`src/design/plc_pkg.sv`:
```
// Shared types and constants for the plain-changes permuter.
package plc_pkg;

   // Field widths of the channels and the length register
   localparam int LEN_W  = 5;
   localparam int IDX_W  = 4;
   localparam int BYTE_W = 8;

   // Operation codes of an input item
   typedef enum logic [0:0] {
      OP_LOAD    = 1'b0,
      OP_ADVANCE = 1'b1
   } op_type;

   // Direction of an element in the arrangement
   localparam logic DIR_LEFT  = 1'b0;
   localparam logic DIR_RIGHT = 1'b1;

endpackage

```
`src/design/plc_req_if.sv`:
```
// Input channel: load or advance items with valid/ready handshake.
interface plc_req_if;
   logic                        valid;
   logic                        ready;
   plc_pkg::op_type             operation;
   logic [plc_pkg::IDX_W-1:0]   index;
   logic [plc_pkg::BYTE_W-1:0]  byte_value;

   modport source (output valid, output operation, output index, output byte_value,
                   input ready);
   modport sink   (input valid, input operation, input index, input byte_value,
                   output ready);
endinterface

```
`src/design/plc_rsp_if.sv`:
```
// Result channel: one buffer byte per item with valid/ready handshake.
interface plc_rsp_if;
   logic                        valid;
   logic                        ready;
   logic [plc_pkg::IDX_W-1:0]   position;
   logic [plc_pkg::BYTE_W-1:0]  byte_out;
   logic                        last;
   logic                        cycle_restarted;

   modport source (output valid, output position, output byte_out, output last,
                   output cycle_restarted, input ready);
   modport sink   (input valid, input position, input byte_out, input last,
                   input cycle_restarted, output ready);
endinterface

```
`src/design/plain_changes_permuter.sv`:
```
// Plain-changes permutation generator over a byte buffer (top level).
//
// Channels: req_chan takes items; a load (operation 0) writes one buffer byte
// and restarts the generator, an advance (operation 1) steps to the next
// plain-changes arrangement, swaps the matching pair of buffer bytes and then
// emits the whole buffer on rsp_chan, one item per byte, last byte flagged.
// csr_wr_en/csr_wr_data write the length (saturated to MAX_LENGTH) and also
// restart the generator; write it only while the block is idle.
// Sequence: an advance starts, then for each element the scan visits it does
// the position/direction read, the neighbor read and the compare; then the
// swap on stores with one write port each, a read to prime the buffer, and
// then one emitted byte per cycle while rsp_chan does not stall. Length 1
// skips the scan and the swap; length 0 returns to idle with no output.
// Only one item is worked on at a time: req_chan.ready is high in idle.
// A stalled rsp_chan holds the byte in the output register and pauses the
// emit sweep; the next item can be accepted while the last byte waits.
// Reset: synchronous; length becomes 0 and the tables read as the start
// arrangement at once (per-entry valid bits, no clearing pass). Buffer bytes
// are undefined until loaded.
module plain_changes_permuter #(
   parameter int MAX_LENGTH = 16
) (
   input  logic                       clock,
   input  logic                       reset,
   input  logic                       csr_wr_en,
   input  logic [plc_pkg::LEN_W-1:0]  csr_wr_data,
   plc_req_if.sink                    req_chan,
   plc_rsp_if.source                  rsp_chan
);

   localparam int SLOTS       = MAX_LENGTH + 2;
   localparam int EW          = $clog2(SLOTS);
   localparam int STORE_DEPTH = (MAX_LENGTH < 16) ? MAX_LENGTH : 16;
   localparam int DW          = (STORE_DEPTH > 1) ? $clog2(STORE_DEPTH) : 1;

   typedef enum logic [3:0] {
      ST_IDLE,
      ST_SCAN_RD,
      ST_SCAN_NB,
      ST_SCAN_CMP,
      ST_SWAP_A,
      ST_SWAP_B,
      ST_SWAP_C,
      ST_SWAP_D,
      ST_EMIT_RD,
      ST_EMIT
   } state_type;

   // Control and working registers
   state_type                   state_ff, state_in;
   logic [EW-1:0]               len_ff, len_in;
   logic [EW-1:0]               mobile_ff, mobile_in;
   logic [EW-1:0]               m_ff, m_in;
   logic [EW-1:0]               from_ff, from_in;
   logic [EW-1:0]               to_ff, to_in;
   logic                        dir_ff, dir_in;
   logic [EW-1:0]               other_ff, other_in;
   logic [plc_pkg::BYTE_W-1:0]  byte_a_ff, byte_a_in;
   logic [EW-1:0]               k_ff, k_in;
   logic                        restarted_ff, restarted_in;

   // Output register
   logic                        rsp_valid_ff, rsp_valid_in;
   logic [plc_pkg::IDX_W-1:0]   rsp_position_ff, rsp_position_in;
   logic [plc_pkg::BYTE_W-1:0]  rsp_byte_ff, rsp_byte_in;
   logic                        rsp_last_ff, rsp_last_in;
   logic                        rsp_restart_ff, rsp_restart_in;

   // Arrangement store
   logic [EW-1:0]               arr_ff [SLOTS];
   logic [SLOTS-1:0]            arr_vld_ff;
   logic                        arr_we;
   logic [EW-1:0]               arr_wa, arr_wd, arr_ra;
   logic [EW-1:0]               arr_rd_ff, arr_ra_ff;
   logic                        arr_rv_ff;

   // Element position store
   logic [EW-1:0]               pos_ff [SLOTS];
   logic [SLOTS-1:0]            pos_vld_ff;
   logic                        pos_we;
   logic [EW-1:0]               pos_wa, pos_wd;
   logic [EW-1:0]               pos_rd_ff, pos_ra_ff;
   logic                        pos_rv_ff;

   // Direction store
   logic                        dirm_ff [SLOTS];
   logic [SLOTS-1:0]            dir_vld_ff;
   logic                        dir_we;
   logic                        dir_rd_ff;
   logic                        dir_rv_ff;

   // Buffer store
   logic [plc_pkg::BYTE_W-1:0]  data_ff [STORE_DEPTH];
   logic                        data_we;
   logic [DW-1:0]               data_wa, data_ra;
   logic [plc_pkg::BYTE_W-1:0]  data_wd, data_rd_ff;

   // Misc combinational
   logic                        accept, restart, out_free, swap_ok;
   logic [EW-1:0]               len_sat, len_new;
   logic [EW-1:0]               pos_val, arr_val, nb;
   logic                        dir_val;
   logic [EW-1:0]               m_dec, oth_dec, k_inc;
   logic [EW+3:0]               k_ext;

   assign req_chan.ready = (state_ff == ST_IDLE);
   assign accept         = req_chan.valid && req_chan.ready;
   assign out_free       = !rsp_valid_ff || rsp_chan.ready;

   assign rsp_chan.valid           = rsp_valid_ff;
   assign rsp_chan.position        = rsp_position_ff;
   assign rsp_chan.byte_out        = rsp_byte_ff;
   assign rsp_chan.last            = rsp_last_ff;
   assign rsp_chan.cycle_restarted = rsp_restart_ff;

   // Length write saturates at MAX_LENGTH
   assign len_sat = (int'(csr_wr_data) > MAX_LENGTH) ? EW'(MAX_LENGTH) : EW'(csr_wr_data);
   assign len_new = csr_wr_en ? len_sat : len_ff;

   // Store reads: entries not written since restart read as the start values
   assign pos_val = pos_rv_ff ? pos_rd_ff : pos_ra_ff;
   assign dir_val = dir_rv_ff ? dir_rd_ff : plc_pkg::DIR_LEFT;
   assign arr_val = arr_rv_ff ? arr_rd_ff :
                    ((arr_ra_ff == '0) ? (len_ff + EW'(1)) : arr_ra_ff);
   assign nb      = (dir_val == plc_pkg::DIR_RIGHT) ? (pos_val + EW'(1)) : (pos_val - EW'(1));

   assign m_dec   = m_ff - EW'(1);
   assign oth_dec = other_ff - EW'(1);
   assign k_inc   = k_ff + EW'(1);
   assign k_ext   = {4'b0000, k_ff};
   assign swap_ok = (m_ff <= EW'(STORE_DEPTH)) && (other_ff <= EW'(STORE_DEPTH));
   assign arr_ra  = nb;

   // Sequencer
   always_comb begin
      state_in        = state_ff;
      len_in          = len_new;
      mobile_in       = mobile_ff;
      m_in            = m_ff;
      from_in         = from_ff;
      to_in           = to_ff;
      dir_in          = dir_ff;
      other_in        = other_ff;
      byte_a_in       = byte_a_ff;
      k_in            = k_ff;
      restarted_in    = restarted_ff;
      rsp_valid_in    = rsp_valid_ff && !rsp_chan.ready;
      rsp_position_in = rsp_position_ff;
      rsp_byte_in     = rsp_byte_ff;
      rsp_last_in     = rsp_last_ff;
      rsp_restart_in  = rsp_restart_ff;
      restart         = csr_wr_en;
      arr_we          = 1'b0;
      arr_wa          = to_ff;
      arr_wd          = m_ff;
      pos_we          = 1'b0;
      pos_wa          = m_ff;
      pos_wd          = to_ff;
      dir_we          = 1'b0;
      data_we         = 1'b0;
      data_wa         = m_dec[DW-1:0];
      data_wd         = data_rd_ff;
      data_ra         = k_ff[DW-1:0];

      case (state_ff)
         ST_IDLE: begin
            if (accept) begin
               if (req_chan.operation == plc_pkg::OP_LOAD) begin
                  restart = 1'b1;
                  data_wa = req_chan.index[DW-1:0];
                  data_wd = req_chan.byte_value;
                  data_we = (int'(req_chan.index) < STORE_DEPTH);
               end else if (len_ff != '0) begin
                  restarted_in = (mobile_ff == EW'(1));
                  // a single byte never touches the tables; mobile just stays at 1
                  if ((mobile_ff == EW'(1)) && (len_ff != EW'(1))) begin
                     restart = 1'b1;
                  end
                  m_in = len_ff;
                  k_in = '0;
                  if (len_ff == EW'(1)) begin
                     mobile_in = EW'(1);
                     state_in  = ST_EMIT_RD;
                  end else begin
                     state_in = ST_SCAN_RD;
                  end
               end
            end
         end
         ST_SCAN_RD: begin
            state_in = ST_SCAN_NB;
         end
         ST_SCAN_NB: begin
            from_in  = pos_val;
            to_in    = nb;
            dir_in   = dir_val;
            state_in = ST_SCAN_CMP;
         end
         ST_SCAN_CMP: begin
            if (arr_val > m_ff) begin
               // blocked: turn around and try the next smaller element
               dir_we = 1'b1;
               m_in   = m_dec;
               if (m_ff == EW'(2)) begin
                  mobile_in = EW'(1);
                  state_in  = ST_EMIT_RD;
               end else begin
                  state_in = ST_SCAN_RD;
               end
            end else begin
               mobile_in = m_ff;
               other_in  = arr_val;
               state_in  = ST_SWAP_A;
            end
         end
         ST_SWAP_A: begin
            arr_we   = 1'b1;
            pos_we   = 1'b1;
            data_ra  = m_dec[DW-1:0];
            state_in = ST_SWAP_B;
         end
         ST_SWAP_B: begin
            arr_we    = 1'b1;
            arr_wa    = from_ff;
            arr_wd    = other_ff;
            pos_we    = 1'b1;
            pos_wa    = other_ff;
            pos_wd    = from_ff;
            data_ra   = oth_dec[DW-1:0];
            byte_a_in = data_rd_ff;
            state_in  = ST_SWAP_C;
         end
         ST_SWAP_C: begin
            data_we  = swap_ok;
            state_in = ST_SWAP_D;
         end
         ST_SWAP_D: begin
            data_we  = swap_ok;
            data_wa  = oth_dec[DW-1:0];
            data_wd  = byte_a_ff;
            state_in = ST_EMIT_RD;
         end
         ST_EMIT_RD: begin
            state_in = ST_EMIT;
         end
         ST_EMIT: begin
            if (out_free) begin
               rsp_valid_in    = 1'b1;
               rsp_position_in = k_ext[plc_pkg::IDX_W-1:0];
               rsp_byte_in     = (k_ff < EW'(STORE_DEPTH)) ? data_rd_ff : '0;
               rsp_last_in     = (k_ff == (len_ff - EW'(1)));
               rsp_restart_in  = restarted_ff;
               if (k_ff == (len_ff - EW'(1))) begin
                  state_in = ST_IDLE;
               end else begin
                  k_in    = k_inc;
                  data_ra = k_inc[DW-1:0];
               end
            end
         end
         default: begin
            state_in = ST_IDLE;
         end
      endcase

      if (restart) begin
         mobile_in = len_new + EW'(1);
      end
   end

   // State and registered outputs
   always_ff @(posedge clock) begin
      if (reset) begin
         state_ff     <= ST_IDLE;
         len_ff       <= '0;
         mobile_ff    <= EW'(1);
         rsp_valid_ff <= 1'b0;
      end else begin
         state_ff     <= state_in;
         len_ff       <= len_in;
         mobile_ff    <= mobile_in;
         rsp_valid_ff <= rsp_valid_in;
      end
      m_ff            <= m_in;
      from_ff         <= from_in;
      to_ff           <= to_in;
      dir_ff          <= dir_in;
      other_ff        <= other_in;
      byte_a_ff       <= byte_a_in;
      k_ff            <= k_in;
      restarted_ff    <= restarted_in;
      rsp_position_ff <= rsp_position_in;
      rsp_byte_ff     <= rsp_byte_in;
      rsp_last_ff     <= rsp_last_in;
      rsp_restart_ff  <= rsp_restart_in;
   end

   // Valid bits: cleared by restart, so the tables fall back to the start arrangement
   always_ff @(posedge clock) begin
      if (reset || restart) begin
         arr_vld_ff <= '0;
         pos_vld_ff <= '0;
         dir_vld_ff <= '0;
      end else begin
         if (arr_we) begin
            arr_vld_ff[arr_wa] <= 1'b1;
         end
         if (pos_we) begin
            pos_vld_ff[pos_wa] <= 1'b1;
         end
         if (dir_we) begin
            dir_vld_ff[m_ff] <= 1'b1;
         end
      end
   end

   // Arrangement store, registered read
   always_ff @(posedge clock) begin
      if (arr_we) begin
         arr_ff[arr_wa] <= arr_wd;
      end
      arr_rd_ff <= arr_ff[arr_ra];
      arr_ra_ff <= arr_ra;
      arr_rv_ff <= arr_vld_ff[arr_ra];
   end

   // Position and direction stores, both read at the scanned element
   always_ff @(posedge clock) begin
      if (pos_we) begin
         pos_ff[pos_wa] <= pos_wd;
      end
      if (dir_we) begin
         dirm_ff[m_ff] <= ~dir_ff;
      end
      pos_rd_ff <= pos_ff[m_ff];
      pos_ra_ff <= m_ff;
      pos_rv_ff <= pos_vld_ff[m_ff];
      dir_rd_ff <= dirm_ff[m_ff];
      dir_rv_ff <= dir_vld_ff[m_ff];
   end

   // Buffer store, registered read
   always_ff @(posedge clock) begin
      if (data_we) begin
         data_ff[data_wa] <= data_wd;
      end
      data_rd_ff <= data_ff[data_ra];
   end

endmodule
```
`src/flat_wrapper.sv`:
```
// flat-port wrapper written by rule: the top's interface ports become plain ports
module plain_changes_permuter_flat 
#(
   parameter int MAX_LENGTH = 16
)
  (clock, reset, csr_wr_en, csr_wr_data, req_chan_valid, req_chan_operation, req_chan_index, req_chan_byte_value, req_chan_ready, rsp_chan_valid, rsp_chan_position, rsp_chan_byte_out, rsp_chan_last, rsp_chan_cycle_restarted, rsp_chan_ready);
  plc_req_if req_chan_i ();
  plc_rsp_if rsp_chan_i ();
  input  logic clock;
  input  logic reset;
  input  logic csr_wr_en;
  input  logic [plc_pkg::LEN_W-1:0] csr_wr_data;
  input wire logic [$bits(req_chan_i.valid)-1:0] req_chan_valid;
  input wire logic [$bits(req_chan_i.operation)-1:0] req_chan_operation;
  input wire logic [$bits(req_chan_i.index)-1:0] req_chan_index;
  input wire logic [$bits(req_chan_i.byte_value)-1:0] req_chan_byte_value;
  output wire logic [$bits(req_chan_i.ready)-1:0] req_chan_ready;
  output wire logic [$bits(rsp_chan_i.valid)-1:0] rsp_chan_valid;
  output wire logic [$bits(rsp_chan_i.position)-1:0] rsp_chan_position;
  output wire logic [$bits(rsp_chan_i.byte_out)-1:0] rsp_chan_byte_out;
  output wire logic [$bits(rsp_chan_i.last)-1:0] rsp_chan_last;
  output wire logic [$bits(rsp_chan_i.cycle_restarted)-1:0] rsp_chan_cycle_restarted;
  input wire logic [$bits(rsp_chan_i.ready)-1:0] rsp_chan_ready;
  assign req_chan_i.valid = req_chan_valid;
  assign req_chan_i.operation = req_chan_operation;
  assign req_chan_i.index = req_chan_index;
  assign req_chan_i.byte_value = req_chan_byte_value;
  assign req_chan_ready = req_chan_i.ready;
  assign rsp_chan_valid = rsp_chan_i.valid;
  assign rsp_chan_position = rsp_chan_i.position;
  assign rsp_chan_byte_out = rsp_chan_i.byte_out;
  assign rsp_chan_last = rsp_chan_i.last;
  assign rsp_chan_cycle_restarted = rsp_chan_i.cycle_restarted;
  assign rsp_chan_i.ready = rsp_chan_ready;
  plain_changes_permuter #(.MAX_LENGTH(MAX_LENGTH)) u_core (.clock(clock), .reset(reset), .csr_wr_en(csr_wr_en), .csr_wr_data(csr_wr_data), .req_chan(req_chan_i), .rsp_chan(rsp_chan_i));
endmodule
```
`config.mk`:
```
export PLATFORM = sky130hd
export DESIGN_NAME = plain_changes_permuter_flat
export DESIGN_NICKNAME = d
export VERILOG_FILES = /design/src/design/plc_pkg.sv /design/src/design/plc_req_if.sv /design/src/design/plc_rsp_if.sv /design/src/design/plain_changes_permuter.sv /design/src/flat_wrapper.sv
export SDC_FILE = /design/constraint.sdc
export NUM_CORES = 1
export LEC_CHECK = 0
export BUFFER_PORTS_ARGS = -buffer_cell sky130_fd_sc_hd__buf_2
export CORE_UTILIZATION = 50
export DETAILED_ROUTE_END_ITERATION = 8
export GPL_ROUTABILITY_DRIVEN = 0
export GPL_TIMING_DRIVEN = 0
export PLACE_DENSITY = 0.69
export SYNTH_ARGS = -nofsm -noshare
export SYNTH_HDL_FRONTEND = slang
export SYNTH_SLANG_ARGS = --single-unit
```
`constraint.sdc`:
```
create_clock -name clock -period 4.5 [get_ports clock]
set_clock_uncertainty 0.15 [all_clocks]
set_input_delay 1.125 -clock clock [delete_from_list [all_inputs] [get_ports clock]]
set_output_delay 1.125 -clock clock [all_outputs]
set_load 0.05 [all_outputs]
```
==> qor.yml <==
critPathTopFamily: "compound AO/OA/AOI/OAI gates"
cp_cell_sequence: "buf_6 -> buf_8 -> inv_1 -> ha_1 -> nand4bb_1 -> a31o_1 -> nor3_1 -> a21oi_2 -> nand2_4 -> buf_6 -> a211oi_1 -> a2111oi_0 -> or4_1"
setup_viol: 0
syn_area_um2: 19720
cpMostUsedCell: "buf_6"
drv_slew: 0
synth_edf_count: 375
numCtsBuffers: 48
via_count: 11720
async_flop_share: 0
synth_flop_cell: "edfxtp_1"
h-tree-depth: 2
synthesis.instances: 1331
ys_seq_area_frac: 0.6735
synth_nets: 1373
cp_slowest_stage_delay_ps: 580
pwr-share-seq: 0.493
cts-root-buf: "clkbuf_16"
worst_ep_arrival_time_ps: 4650
area_delta_synth_final_pct: 12.57
nets: 1459
drive_gt1_frac: 0.1621
drt-initial-drc-count: 966
cp_slowest_cell: "or4_1"
top_usage_layer: "met2"
gr-usage-met1: 0.3107
max_clock_freq_ghz: 0.2295
yosys_warnings: 0
critPathBufInv: 4
worst_pin_slew_ps: 1127
cts_tree: "built"
grtUsageMet2: 0.3633
antenna_left: 0
post-place-ws_ps: -1119
drv_cap: 0
end_kind: "flip-flop"
worstHoldPathType: "reg -> reg"
p_int_mw: 7.757
drc: 0
p_clk_frac: 0.384
avgRoutedWirePerCell_um: 22.51
startpoint_type: "flip-flop"
power.density_nw_per_um2: 466.4
netlist_top_cells_area: "edfxtp_1, dfxtp_1, mux4_2"
grt_pass1_vias: 11770
path_clk_slew_ps: 60
power.switching_mw: 2.598
cts.sinks: 476
clockBufferDepth: 3
met3_usage: 0.03604
grt_pass1_wl_mm: 69.10
post-synth-top-area-fraction: 0.5710
relSlewSlack: 0.2461
die-width_um: 200.6
cts_hold_buf: 0
synth_cell_types: 78
track_usage: 0.2254
numPortBuffers: 37
hold_violations: 0
io_pins: 39
insertion_delay_ps: 590
avgSynthCellArea_um2: 14.82
rsz0062_at_grt: "no"
combPwrFrac: 0.123
path_max_fanout: 19
ys_ff_latch: 476
drt_first_pass_iters: 5
grt_max_degree: 23
fin_crit_ps: 4357
wirelength_mm: 44.44
initial_core_util: 0.5091
status: "finished, final reports clean"
antenna_cells: 0
vias_per_cell: 5.938
coreArea_um2: 38740
grt-ovfl-total: 0
synth.largest_area_cell: "edfxtp_1"
rows: 72
worst_slack_ps: 142.7
post-dp-hpwl_mm: 30.97
p_sw_frac: 0.2509
hold_slack_ps: 251.8
peakVddDrop_v: 0.0003126
required_ps: 4790
fin_crit_sh: 0.9683
fp.dieH_um: 200.6
post_cts_buffers: 0
finalPower_mw: 10.35
dieArea_um2: 40240
antenna_found_initial: 0
leakage_nw: 7.631
worstSetupPathType: "reg -> reg"
[flip-flops by register name, summed over array words and instances (netlist names), 8 cells and up]
signal	flops
u_core.byte_a_ff	8
u_core.dirm_ff	18
u_core.rsp_chan.byte_out	8
u_core.dir_vld_ff	18
u_core.pos_vld_ff	18
u_core.pos_ff	90
u_core.arr_ff	90
u_core.data_rd_ff	8
u_core.data_ff	128
u_core.arr_vld_ff	18
[power groups by stage]
stage / sequential, mW / clock [mW] / combinational (mW)
finish: 5.10 / 3.98 / 1.28
global route: 5.12 / 4.17 / 1.38
CTS: 5.10 / 4.02 / 1.27
detailed placement: 5.20 / 0 / 1.26
global placement: 5.20 / 0 / 1.23
floorplan: 5.17 / 0 / 0.836
[routing by layer]
metal,wire length (um),share of wire,up-vias
met1,18840,0.42,5873
met2,21420,0.48,445
met3,2699,0.061,90
li1,-,-,5314
met4,1486,0.033,0
met5,0,0,-
[layout by cell type, fill, tap and decap left out, drive strengths merged, types with 3 or more instances in the layout]
master / n
nand2b: 9
ha: 18
nand3b: 3
clkbuf: 113
inv: 32
and2: 4
nor2b: 18
mux2i: 56
nand2: 84
buf: 69
a21oi: 44
nor3: 15
and3: 50
o21ai: 21
a21o: 3
dfxtp: 101
xor2: 11
nand3: 18
a2111oi: 32
xnor2: 16
or4: 8
a22oi: 11
edfxtp: 375
nor4: 3
mux2: 7
clkinv: 13
a31oi: 13
o21a: 63
o22ai: 6
a211oi: 34
nor2: 103
bufinv: 3
mux4: 61
[path summary, 6_finish.rpt]
check,start,end,slack [ps],cells past startpoint
min reg2reg,u_core.m_ff[4],u_core.pos_ra_ff[4],250,0
max reg2reg,u_core.m_ff[0],u_core.data_rd_ff[0],140,13
min,u_core.m_ff[4],u_core.pos_ra_ff[4],250,0
max,u_core.m_ff[0],u_core.data_rd_ff[0],140,13
[worst register-to-register path: stages, from the launching register on]
cell	delay, ps
edfxtp_1	520
buf_6	250
buf_8	270
inv_1	210
ha_1	430
nand4bb_1	130
a31o_1	200
nor3_1	80
a21oi_2	440
nand2_4	250
buf_6	220
a211oi_1	380
a2111oi_0	120
or4_1	580
[Yosys cell counts (all sizes together), types with 4 or more instances]
library cell  count
edfxtp          375
nor2            103
dfxtp           101
nand2            84
o21a             63
mux4             61
mux2i            56
and3             50
a21oi            44
clkbuf           41
a211oi           34
a2111oi          32
buf              32
inv              32
o21ai            21
ha               18
nand3            18
nor2b            18
xnor2            16
nor3             15
a31oi            13
a22oi            11
xor2             11
nand2b            9
or4               8
mux2              7
o22ai             6
and2              4
[layout make-up]
| cell class | count | area (um2) |
|---|---|---|
| Clock buffer | 73 | 1396 |
| Timing Repair Buffer | 39 | 207.7 |
| Inverter | 34 | 127.6 |
| Multi-Input combinational cell | 748 | 5981 |
| Clock inverter | 16 | 192.7 |
| Buffer | 70 | 366.6 |
| Tap cell | 518 | 648.1 |
| Fill cell | 3031 | 16530 |
| Sequential cell | 476 | 13280 |
[stage by stage]
| stage | setup TNS, ps | utilization | std cells | instance area (um2) |
|---|---|---|---|---|
| 3_3_place_gp | -47410 | 0.5307 | 1886 | 20560 |
| 2_1_floorplan | 0 | - | 1331 | 19720 |
| 6_report | 0 | 0.5732 | 1974 | 22200 |
| 5_1_grt | 0 | 0.5732 | 1974 | 22200 |
| 3_5_place_dp | -48900 | 0.5315 | 1888 | 20590 |
| 4_1_cts | 0 | 0.5728 | 1975 | 22190 |
[cell families (layout without fill, tap and decap cells)]
| family | Yosys count | after routing | share of synthesized area |
|---|---|---|---|
| adders and majority gates | 19 | 19 | 0.01243 |
| AOI/OAI and AO/OA | 247 | 247 | 0.09180 |
| and+or+nand+nor | 331 | 331 | 0.08304 |
| buffers and inverters | 107 | 232 | 0.02455 |
| muxes | 124 | 124 | 0.1027 |
| xor gates and xnor gates | 27 | 27 | 0.01199 |
| DFF | 476 | 476 | 0.6735 |
[what timing repair did]
item,4_1_cts,5_1_grt
gates resized for setup,9,6
endpoints found under the setup margin,158,9
pin swaps,0,1
(Power assumes the default switching activity.)
